**src/assert_macros.svh**
```systemverilog
// ----------------------------------------------------------------------------
// assertion macros
// clocked concurrent checks with active-low reset disable
// ----------------------------------------------------------------------------
`ifndef ASSERT_MACROS_SVH
`define ASSERT_MACROS_SVH

// property holds at every edge outside reset
`define TEFA_ASSERT(lbl, clk, rst_n, prop, msg) \
    lbl: assert property (@(posedge clk) disable iff (!rst_n) (prop)) else $error(msg);

// consequent holds at the next clock edge after the antecedent
`define TEFA_ASSERT_NEXT(lbl, clk, rst_n, ante, cons, msg) \
    lbl: assert property (@(posedge clk) disable iff (!rst_n) (ante) |=> (cons)) else $error(msg);

`endif

```
**src/tefa_pkg.sv**
```systemverilog
`timescale 1ns / 1ps
// ----------------------------------------------------------------------------
// tefa_pkg
// shared constants, types and fixed-point helpers of the triangle element
// force assembly block
// ----------------------------------------------------------------------------
package tefa_pkg;

    localparam logic [1:0] CMD_LOAD = 2'd0;
    localparam logic [1:0] CMD_ELEM = 2'd1;
    localparam logic [1:0] CMD_READ = 2'd2;
    localparam logic [1:0] CMD_NOP  = 2'd3;

    localparam int DIV_BITS = 48;
    localparam int DIV_CNT_W = 6;

    localparam logic signed [31:0] INT32_MAX = 32'sh7fff_ffff;
    localparam logic signed [31:0] INT32_MIN = 32'sh8000_0000;

    typedef struct packed {
        logic busy;
        logic done;
    } t_div_stat;

    function automatic logic signed [31:0] sat32(input logic signed [67:0] v);
        logic signed [31:0] r;
        if (v > 68'(INT32_MAX)) begin
            r = INT32_MAX;
        end else if (v < 68'(INT32_MIN)) begin
            r = INT32_MIN;
        end else begin
            r = v[31:0];
        end
        return r;
    endfunction

    // divide by 2^16, rounding toward zero
    function automatic logic signed [49:0] qtrunc(input logic signed [65:0] p);
        logic signed [65:0] t;
        t = p + (p[65] ? 66'sd65535 : 66'sd0);
        return t[65:16];
    endfunction

endpackage

```
**src/tefa_mul.sv**
```systemverilog
`timescale 1ns / 1ps
// ----------------------------------------------------------------------------
// tefa_mul
// shared signed multiplier with registered product and q16.16 saturating
// result
// ----------------------------------------------------------------------------
module tefa_mul (
    input  logic               i_clk,
    input  logic signed [32:0] i_a,
    input  logic signed [32:0] i_b,
    output logic signed [65:0] o_prod,
    output logic signed [31:0] o_q
);

    logic signed [65:0] r_prod;

    always_ff @(posedge i_clk) begin
        r_prod <= 66'(i_a) * 66'(i_b);
    end

    assign o_prod = r_prod;
    assign o_q    = tefa_pkg::sat32(68'(tefa_pkg::qtrunc(r_prod)));

endmodule

```
**config.mk**
```make
export PLATFORM = sky130hd
export DESIGN_NAME = tefa_mul
export DESIGN_NICKNAME = d
export VERILOG_FILES = /design/src/assert_macros.svh /design/src/tefa_pkg.sv /design/src/tefa_mul.sv
export SDC_FILE = /design/constraint.sdc
export NUM_CORES = 2
export LEC_CHECK = 0
export BUFFER_PORTS_ARGS = -buffer_cell sky130_fd_sc_hd__buf_2
export CAP_MARGIN = 20
export CORE_MARGIN = 5
export CORE_UTILIZATION = 40
export CTS_BUF_LIST = sky130_fd_sc_hd__clkbuf_8
export DETAILED_ROUTE_END_ITERATION = 7
export RECOVER_POWER = 50
export SYNTH_ARGS = -nofsm -noshare
export SYNTH_HDL_FRONTEND = slang
export SYNTH_SLANG_ARGS = --single-unit
export TNS_END_PERCENT = 5
```
**constraint.sdc**
```tcl
create_clock -name i_clk -period 9 [get_ports i_clk]
set_clock_uncertainty 0.2 [all_clocks]
set_input_delay 0.45 -clock i_clk [delete_from_list [all_inputs] [get_ports i_clk]]
set_output_delay 0.45 -clock i_clk [all_outputs]
set_load 0.01 [all_outputs]
```
* After elaboration in Yosys (flattened, before gate mapping)
Index checks and enable logic that the tools add are counted.
Operators by class: $lt $le $gt $ge 2, mux-type cells 3, multiply operators 1, add/sub/neg operators 1
Operator list (number):
- adder 66 x 17 -> 66 bit | 1
- multiplier 33 x 33 -> 66 bit | 1
- two-way mux 32 bit | 2
- greater-than comparator 50 x 32 -> 1 bit (second input constant) | 1
- less-than comparator 50 x 32 -> 1 bit (second input constant) | 1
- two-way mux 16 bit | 1
Storage, ports and cells: logic and storage cells 8, register bits 66, output and inout bits 98

* Longest topological paths before layout
word-level depth 5, mapped depth 29, gate-level depth less buffers 28

* Worst setup path after synthesis
Ideal clock, no wire load.
kind input port to flip-flop, start in i_a[32], end reg r_prod[59] (netlist: o_prod[59]), cell stages on the path 26, buffers on the path 2, arrival time 7.866 ns, setup time 0.073 ns, setup slack 0.862 ns, cells stage by stage clkbuf_1 > nand2_1 > inv_1 > fa_1 > fa_1 > fa_1 > inv_1 > fa_1 > inv_1 > fa_1 > fa_1 > fa_1 > inv_1 > fa_1 > inv_1 > ha_1 > clkbuf_1 > a21o_1 > a21o_1 > a21o_1 > a21o_1 > a21o_1 > a21oi_1 > o41ai_2 > a41oi_1 > xnor2_1
On the way: cells in the longest elaborated chain, start to end 1
Ends and longest elaborated chain:
- from (decl) | RTL line tefa_mul.sv:9 | input logic signed [32:0] i_a,
- multiplier 33 x 33 -> 66 bit | RTL line tefa_mul.sv:18 | r_prod <= 66'(i_a) * 66'(i_b);
- to (signal assigned) | RTL line tefa_mul.sv:18
- to (decl) | RTL line tefa_mul.sv:15 | logic signed [65:0] r_prod;
Every way passes these cells.

* Final worst setup path
start in i_a[14], end reg r_prod[60] (netlist: o_prod[60])
Same word-level chain as after synthesis.

==> summary.txt <==
Critical path
  – Crit-path most repeated cell: fa_1
  – Setup CP Type: in -> reg
  – CP Max Fanout: 33
  – Startpoint Class: primary input
  – Crit path max-delay family: adder cells
  – Slowest-stage cell, CP: buf_2
  – Setup crit end kind: flop
  – Worst Path Required: about 9 ns
  – CP bufs+invs: 6
  – Max incr delay on CP: around 0.67 ns
  – Data arrival time of the critical path: 8.68 ns

Logic synthesis
  – Synth top cells by count: fa_1, inv_1, nand2_1
  – FFs w/ async S/R, synth: 0%
  – Synth area leader: fa_1
  – Yosys reg bits: 66
  – Synthesized instance count: 4495
  – Syn Area/Cell: 9.29 µm²
  – Synth unique cells: 68
  – Syn Nets: 5939
  – Synth Flop Type: dfxtp_1
  – Sequential share of the synthesized area: 3.16%
  – Post-synth EDFFs: 0
  – Synth area leaders: fa_1, inv_1, and2_1
  – Syn. warnings: 0
  – Yosys top cell area share: a little over half
  – Post-synthesis cell area: 41800 µm²
  – Top-count cell post-synth: fa_1

Routing
  – Drt first pass iters: 5
  – Initial DRC Count: 1538
  – Wire length per cell after detailed routing: slightly below 20 µm
  – DRC: 0
  – Routed WL: 115000 µm
  – Detail Route Antenna Nets: 0
  – DR vias/cell: between 4 and 5
  – Vias: 29600

Floorplanning
  – Die height: about 330 µm
  – Initial Utilization: 40.3%
  – Io pins: 165
  – Full die area: 111000 µm²
  – Core ar.: 104000 µm²
  – Die W: 333 µm
  – FP Rows: approximately 120

Flow run
  – Max Cap Viol: 1

Worst hold path
  – Worst Hold Class: in -> reg

Layout
  – Area growth syn-to-layout: 6.30%
  – Final cell count without fillers: 5946
  – Fillers: 10300
  – Max FFs per register: 66
  – Layout cells sized above 1: 5.90%
  – Post-route cell area: 44400 µm²
  – Final net count: around 6000

Timing
  – Maximum clock frequency: 117 MHz
  – Final period demand of the worst path: 8.58 ns
  – Final worst slack: 0.418 ns
  – RSZ-0062 raised after global routing: no
  – Setup TNS: 0 ns
  – Crit share post-route: 95.4%
  – Worst slew pin tran: 2.06 ns
  – Final slew viol count: 32
  – Slew margin rel.: -37.1%
  – Endpoints failing hold: 0
  – Endpoints failing setup: 0

GRT
  – Antenna violations before repair: 8
  – Global router's overall resource usage: 21.6%
  – First-pass GRT wire length: 188000 µm
  – Total gr overflow: 0
  – Vias in the first global route: around 34000
  – Largest net degree at the start of global routing: 34

Clock tree
  – TritonCTS clock tree: built
  – Clk root buf: clkbuf_8
  – Clock buffer depth: 2
  – CTS H-tree depth: 3
  – Post-CTS setup buffers: 0
  – TritonCTS Sinks: 66
  – Cts repair resizes: 0
  – TritonCTS buffer count: 9
  – Post-CTS Hold Buffers: 0
  – Reg clk slew, reported paths: 0.07 ns

Run status
  – Failing checks: max-capacitance violations, max-slew violations
  – Status: finished, violations left

Place
  – Port bufs: 164
  – RD Place Congestion: 0.857
  – Dpl ws: 0.102 ns
  – Detail Placement HPWL: about 97000 µm
  – Placed inst area: 44300 µm²
  – Placed Instances: roughly 5900
## cells by family (layout without fill, tap and decap cells)
family | after synthesis | in the layout | synth area share, %
fa+ha+maj | 1377 | 1377 | 61.8
buf+inv | 1348 | 1412 | 12.2
simple gates | 1308 | 1308 | 15.8
compound gates | 292 | 292 | 4.80
xor+xnor | 101 | 101 | 2.12
flops | 66 | 66 | 3.16
mux | 3 | 3 | 0.0779
other cells | 0 | 7 | 0
## worst paths after layout
kind,startpoint,to,depth (start not counted)
setup / recovery,i_a[14],o_prod[60]$_DFF_P_,26
hold / removal,i_b[0],o_prod[0]$_DFF_P_,3
## through the flow
| stage | hold slack, ns | util (%) |
|---|---|---|
| detailed placement | 0.678 | 42.7 |
| global placement | 0.678 | 42.7 |
| floorplan | 0.377 | - |
| CTS | 0.532 | 42.9 |
| finish | 0.553 | 42.8 |
| global route | 0.556 | 42.8 |
## cell usage in the layout, fill, tap and decap left out, types with 16 or more instances in the layout
cell / instances
buf_4: 106
a21o_1: 58
clkbuf_1: 69
inv_1: 1123
o21ai_0: 40
ha_1: 232
xnor2_1: 63
dfxtp_1: 66
nand3_1: 31
xor2_1: 38
a21oi_1: 82
fa_1: 1145
buf_2: 97
nor2_1: 65
nand4_1: 19
and3_1: 16
a21oi_2: 31
nand2_1: 569
and2_1: 556
## layer usage
| layer | global-route usage [%] | part of all wire, % |
|---|---|---|
| met5 | 0 | 0 |
| met4 | 6.46 | 3.9 |
| met3 | 2.22 | 5.0 |
| met2 | 40.2 | 53 |
| met1 | 26.5 | 39 |
## layout make-up
type	instances	area [µm²]	share of cell area, %
inverter	1124	4220	9.50
tap	1380	1730	3.89
multi-input combinational	3081	35300	79.6
clock inverter	5	62.6	0.141
timing repair buffer	273	1560	3.51
antenna	7	17.5	0.0395
clock buffer	10	138	0.310
sequential	66	1320	2.98
Power is not shown: default switching activity piles up to over one toggle a cycle in this logic, so the estimate is an artifact.
