`src/assert_macros.svh`:
```
// ----------------------------------------------------------------------------
// assertion macros
// clocked concurrent checks with active-low reset disable
// ----------------------------------------------------------------------------
`ifndef ASSERT_MACROS_SVH
`define ASSERT_MACROS_SVH

// property holds at every edge outside reset
`define TEFA_ASSERT(lbl, clk, rst_n, prop, msg) \
    lbl: assert property (@(posedge clk) disable iff (!rst_n) (prop)) else $error(msg);

// consequent holds at the next clock edge after the antecedent
`define TEFA_ASSERT_NEXT(lbl, clk, rst_n, ante, cons, msg) \
    lbl: assert property (@(posedge clk) disable iff (!rst_n) (ante) |=> (cons)) else $error(msg);

`endif

```
`src/tefa_pkg.sv`:
```
`timescale 1ns / 1ps
// ----------------------------------------------------------------------------
// tefa_pkg
// shared constants, types and fixed-point helpers of the triangle element
// force assembly block
// ----------------------------------------------------------------------------
package tefa_pkg;

    localparam logic [1:0] CMD_LOAD = 2'd0;
    localparam logic [1:0] CMD_ELEM = 2'd1;
    localparam logic [1:0] CMD_READ = 2'd2;
    localparam logic [1:0] CMD_NOP  = 2'd3;

    localparam int DIV_BITS = 48;
    localparam int DIV_CNT_W = 6;

    localparam logic signed [31:0] INT32_MAX = 32'sh7fff_ffff;
    localparam logic signed [31:0] INT32_MIN = 32'sh8000_0000;

    typedef struct packed {
        logic busy;
        logic done;
    } t_div_stat;

    function automatic logic signed [31:0] sat32(input logic signed [67:0] v);
        logic signed [31:0] r;
        if (v > 68'(INT32_MAX)) begin
            r = INT32_MAX;
        end else if (v < 68'(INT32_MIN)) begin
            r = INT32_MIN;
        end else begin
            r = v[31:0];
        end
        return r;
    endfunction

    // divide by 2^16, rounding toward zero
    function automatic logic signed [49:0] qtrunc(input logic signed [65:0] p);
        logic signed [65:0] t;
        t = p + (p[65] ? 66'sd65535 : 66'sd0);
        return t[65:16];
    endfunction

endpackage

```
`src/tefa_div.sv`:
```
`timescale 1ns / 1ps
// ----------------------------------------------------------------------------
// tefa_div
// unsigned restoring divider, one quotient bit per cycle
// ----------------------------------------------------------------------------
module tefa_div (
    input  logic                              i_clk,
    input  logic                              i_rst_n,
    input  logic                              i_start,
    input  logic [tefa_pkg::DIV_BITS-1:0]     i_dividend,
    input  logic [31:0]                       i_divisor,
    output logic [tefa_pkg::DIV_BITS-1:0]     o_quotient,
    output tefa_pkg::t_div_stat               o_stat
);

    logic [tefa_pkg::DIV_BITS-1:0]  r_quo;
    logic [31:0]                    r_rem;
    logic [31:0]                    r_div;
    logic [tefa_pkg::DIV_CNT_W-1:0] r_cnt;
    logic                           r_busy;
    logic                           r_done;

    logic [32:0] w_trial;
    logic [32:0] w_diff;
    logic        w_ge;

    assign w_trial = {r_rem, r_quo[tefa_pkg::DIV_BITS-1]};
    assign w_diff  = w_trial - {1'b0, r_div};
    assign w_ge    = !w_diff[32];

    always_ff @(posedge i_clk) begin
        if (!i_rst_n) begin
            r_busy <= 1'b0;
            r_done <= 1'b0;
            r_cnt  <= '0;
        end else begin
            r_done <= 1'b0;
            if (i_start) begin
                r_busy <= 1'b1;
                r_cnt  <= tefa_pkg::DIV_CNT_W'(tefa_pkg::DIV_BITS);
                r_quo  <= i_dividend;
                r_rem  <= '0;
                r_div  <= i_divisor;
            end else if (r_busy) begin
                r_rem <= w_ge ? w_diff[31:0] : w_trial[31:0];
                r_quo <= {r_quo[tefa_pkg::DIV_BITS-2:0], w_ge};
                r_cnt <= r_cnt - 1'b1;
                if (r_cnt == tefa_pkg::DIV_CNT_W'(1)) begin
                    r_busy <= 1'b0;
                    r_done <= 1'b1;
                end
            end
        end
    end

    assign o_quotient  = r_quo;
    assign o_stat.busy = r_busy;
    assign o_stat.done = r_done;

endmodule

```
`config.mk`:
```
export PLATFORM = sky130hd
export DESIGN_NAME = tefa_div
export DESIGN_NICKNAME = d
export VERILOG_FILES = /design/src/assert_macros.svh /design/src/tefa_pkg.sv /design/src/tefa_div.sv
export SDC_FILE = /design/constraint.sdc
export NUM_CORES = 1
export LEC_CHECK = 0
export BUFFER_PORTS_ARGS = -buffer_cell sky130_fd_sc_hd__buf_2
export CAP_MARGIN = 20
export CORE_UTILIZATION = 29
export DETAILED_ROUTE_END_ITERATION = 7
export PLACE_DENSITY_LB_ADDON = 0.1
export SETUP_SLACK_MARGIN = 0.2
export SLEW_MARGIN = 20
export SYNTH_ARGS = -nofsm -noshare
export SYNTH_HDL_FRONTEND = slang
export SYNTH_SLANG_ARGS = --single-unit
export TNS_END_PERCENT = 5
```
`constraint.sdc`:
```
create_clock -name i_clk -period 4.2 [get_ports i_clk]
set_input_delay 0.42 -clock i_clk [delete_from_list [all_inputs] [get_ports i_clk]]
set_output_delay 0.42 -clock i_clk [all_outputs]
set_load 0.03 [all_outputs]
```
# Yosys cells after proc, flatten, opt, wreduce, memory -nomap -nowiden
# Cells that the tools add are included.
# totals
reg_bits,120
wordCells,28
# classes
add_sub_neg,2
eq_ne,1
n_mux,10
bitwise,2
n_reduce_logical,6
# ops
cell,n
2-to-1 mux 48 bit,2
2-to-1 mux 32 bit,2
subtractor 33 x 32 -> 33 bit,1
2-to-1 mux 6 bit,2
equality test 6 x 1 -> 1 bit (second input constant),1
subtractor 6 x 1 -> 6 bit (second input constant),1
2-to-1 mux 1 bit,4
AND reduction 2 bit,2
OR reduction 3 bit,1
inverter 1 bit,2
nonzero test 2 bit,1
OR reduction 2 bit,1
logical NOT 1 bit,1

# Depth between registers and ports, before layout
# depth
word_depth,4
mapped_depth,13
ltp_nobuf,12

# Worst setup path before layout
# Ideal clock, no wire load.
# synth_timing
path_type,register to register
startpoint,register r_quo (netlist bit o_quotient[47])
endpoint,"register r_rem[3], data pin"
setup_time_ns,0.266
t_arrival_ns,3.090
required_time_ns,3.934
setup_slack_ns,0.844
stages_incl_launch_ff,14
period_less_slack_ns,3.356
path_cell_list,edfxtp_1 > inv_1 > ha_1 > fa_1 > nand2b_1 > a21oi_1 > o2111a_1 > o21a_1 > a221o_1 > a21oi_4 > xnor2_1 > buf_2 > mux2i_1 > nor2_1
# synth_via
elab_chain_cells,3
# synth_rtl
element,line_no,source
start: declaration,tefa_div.sv:16,logic [tefa_pkg::DIV_BITS-1:0] r_quo;
start signal: assignment,tefa_div.sv:41,r_quo <= i_dividend;
start signal: assignment,tefa_div.sv:46,"r_quo <= {r_quo[tefa_pkg::DIV_BITS-2:0], w_ge};"
subtractor 33 x 32 -> 33 bit,tefa_div.sv:28,"assign w_diff = w_trial - {1'b0, r_div};"
2-to-1 mux 32 bit,tefa_div.sv:45,r_rem <= w_ge ? w_diff[31:0] : w_trial[31:0];
2-to-1 mux 32 bit,tefa_div.sv:44,end else if (r_busy) begin
end signal: assignment,tefa_div.sv:45,
end: declaration,tefa_div.sv:17,logic [31:0] r_rem;
# No other way between the ends. The select of a mux whose other input is x is not followed.
# A chain may end at the register's enable or synchronous reset.

# Worst setup path in the final report
# layout_timing
startpoint,register r_quo (netlist bit o_quotient[47])
endpoint,"register r_rem[14], data pin"
# The elaborated chain is that of the path after synthesis.

==> metrics <==
status completed; fin crit share 81.8%; layout cells sized above 1 32.9%; synth top area cells edfxtp_1 (52%), mux2_2 (8.2%), ha_1 (6.6%); non-filler cells, final 963; vias in the first global route 4669; endpoints failing hold 0; Final setup viols 0; Die H around 150 um; Post-CTS Hold Fix Bufs 0; Max Fclk 291 MHz; Skew-Pair Late Insertion Delay 0.42 ns; post_cts resized 0; measured slew at the worst slew-check pin 0.921 ns; top_reg_cell synth edfxtp_1; die footprint 22900 um2; Initial Util 29.6%; buffer levels on the longest clock path 2; Yosys top cell area share 52.0%; setup fix buffers added after clock tree synthesis 0; Post-Route WL between 10 and 15 mm; GP Congestion between 0.7 and 0.8; core footprint 21800 um2; startpoint types flip-flop; grt ovf 0; Max-cap violations 0; leakage power 3.39 nW; Antenna Cells 0; Mapped Cells 530; iteration count of the initial detailed-routing pass 4; post-DR wirelength/cell 15.5 um; YS warnings 0; Cells after DPL 931; CTS sink cnt 120; Via density 4.71; first-pass GRT wire length 24.2 mm; Syn Std Cell Area 6470 um2; CTS Buf Count 17; IO Pins around 130; number of synthesized flops with an enable pin 112; port bufs about 130; initial drt markers 179; RSZ-0062 raised after global routing false; clock slew seen by the registers of the worst setup and hold paths 0.06 ns; VDD IR max roughly 0.23 mV; Post-Route Setup TNS 0 ns; Pwr per Cell Area 482 nW/um2; fin nets between 700 and 800; All-Layer GR Usage 14.1%; via count approximately 4500; cell taking the most area after synthesis edfxtp_1; CTS tree done; DRC viols 0; post-synthesis sequential area ratio 54.5%; Critical Path AT between 3 and 4 ns; H-tree depth 4; Final min period roughly 3.4 ns; placed wire-length estimate after detailed placement 10.3 mm; initial antenna violation count 1; fin. max-slew vios 0; Hold Path Class primary input to flip-flop; Crit Path Category flip-flop to flip-flop; row cnt 54; clk_skew 0.00914 ns; Die Width 151 um; final core utilization a little under two fifths; Async SR Flop Fraction 0%; Slew headroom around two fifths; post-route ant nets 0; commonest non-fill, non-tap cell in the layout buf_2; Req. time, crit path 4.32 ns; commonest cells after routing, fill and taps aside buf_2 (132), edfxtp_1 (112), nor2_1 (48); Worst Setup End Kind flip-flop; P&R area growth vs syn 24.7%; post-synth cell types 55; syn_area_per_cell 12.2 um2; Yosys reg bits 120; clock root buffer clkbuf_16; worst-path fanout max 31; largest net degree at the start of global routing 75; post-synthesis net count 648
## cells by family after synthesis
family	after synthesis	share of synthesized area (%)
flip-flops	120	54.5
AND/OR/NAND/NOR	107	7.43
AO/OA/AOI/OAI	100	10.4
multiplexers	73	12.2
buffers and inverters	59	3.60
XOR/XNOR	36	4.99
adder cells (fa/ha/maj)	35	6.89
## area by class of cell
| class | instances | area (um2) |
|---|---|---|
| Multi-Input combinational cell | 351 | 2730 |
| Sequential cell | 120 | 3520 |
| Clock inverter | 14 | 160 |
| Clock buffer | 18 | 429 |
| Inverter | 43 | 161 |
| Tap cell | 280 | 350 |
| Timing Repair Buffer | 137 | 711 |
| Fill cell | 2149 | 13800 |
## worst max-delay path, cell delays in order, from the launching register on
cell	delay (ns)
edfxtp_1	0.37
inv_1	0.06
ha_1	0.22
fa_1	0.40
nand2b_1	0.17
a21oi_1	0.22
o2111a_1	0.29
o21a_1	0.31
a221o_1	0.28
a21oi_4	0.09
xnor2_2	0.18
buf_12	0.27
mux2i_1	0.22
nor2_1	0.06
## flip-flops by register name (all words and copies together) (netlist names)
signal      cells
r_rem          32
o_quotient     48
r_done          1
r_div          32
r_cnt           6
r_busy          1
## worst paths after layout
kind	cells after the start	slack [ns]	startpoint	to
max	13	0.76	o_quotient[47]	r_rem[14]
min	1	0.17	i_divisor[26]	r_div[26]
max reg2reg	13	0.76	o_quotient[47]	r_rem[14]
min reg2reg	2	0.51	r_cnt[1]	r_cnt[1]
## routing by layer
| layer | vias to the layer above | track usage (%) | part of all wire [%] |
|---|---|---|---|
| met5 | - | 0 | 0 |
| met4 | 0 | 5.65 | 1.8 |
| met3 | 17 | 5.78 | 8.1 |
| met2 | 134 | 21.6 | 44 |
| met1 | 2143 | 17.5 | 46 |
| li1 | 2238 | - | - |
## report_power, final
group,switching [mW],internal (mW),total [mW]
Sequential,0.0502,1.44,1.49
Combinational,0.520,0.392,0.912
Clock,0.596,0.887,1.48
## stage by stage
stage | total power, mW | area (um2) | worst slack, ns | hold WS, ns
after floorplan | 2.20 | 6470 | 0.844 | 0.469
after global placement | 2.43 | 7470 | 0.835 | 0.485
after detailed placement | 2.43 | 7470 | 0.790 | 0.503
after CTS | 3.94 | 8060 | 0.755 | 0.154
after global routing | 4.10 | 8060 | 0.573 | 0.149
final | 3.89 | 8060 | 0.763 | 0.173
## cell usage after synthesis, drive strengths merged, types with 2 or more instances
cell	count
inv	43
a21boi	4
and3	5
dfxtp	8
a21bo	2
buf	7
nor2	48
a31oi	2
a211oi	5
mux2	48
xor2	15
nand2b	6
o31ai	5
nor3	3
mux2i	25
o211ai	3
and4	2
a21o	10
nand3	10
clkbuf	9
a21oi	31
nand2	24
o221a	2
o21ai	19
nand4	2
xnor2	21
edfxtp	112
nor2b	3
o21a	4
ha	34
(Power assumes the default switching activity.)
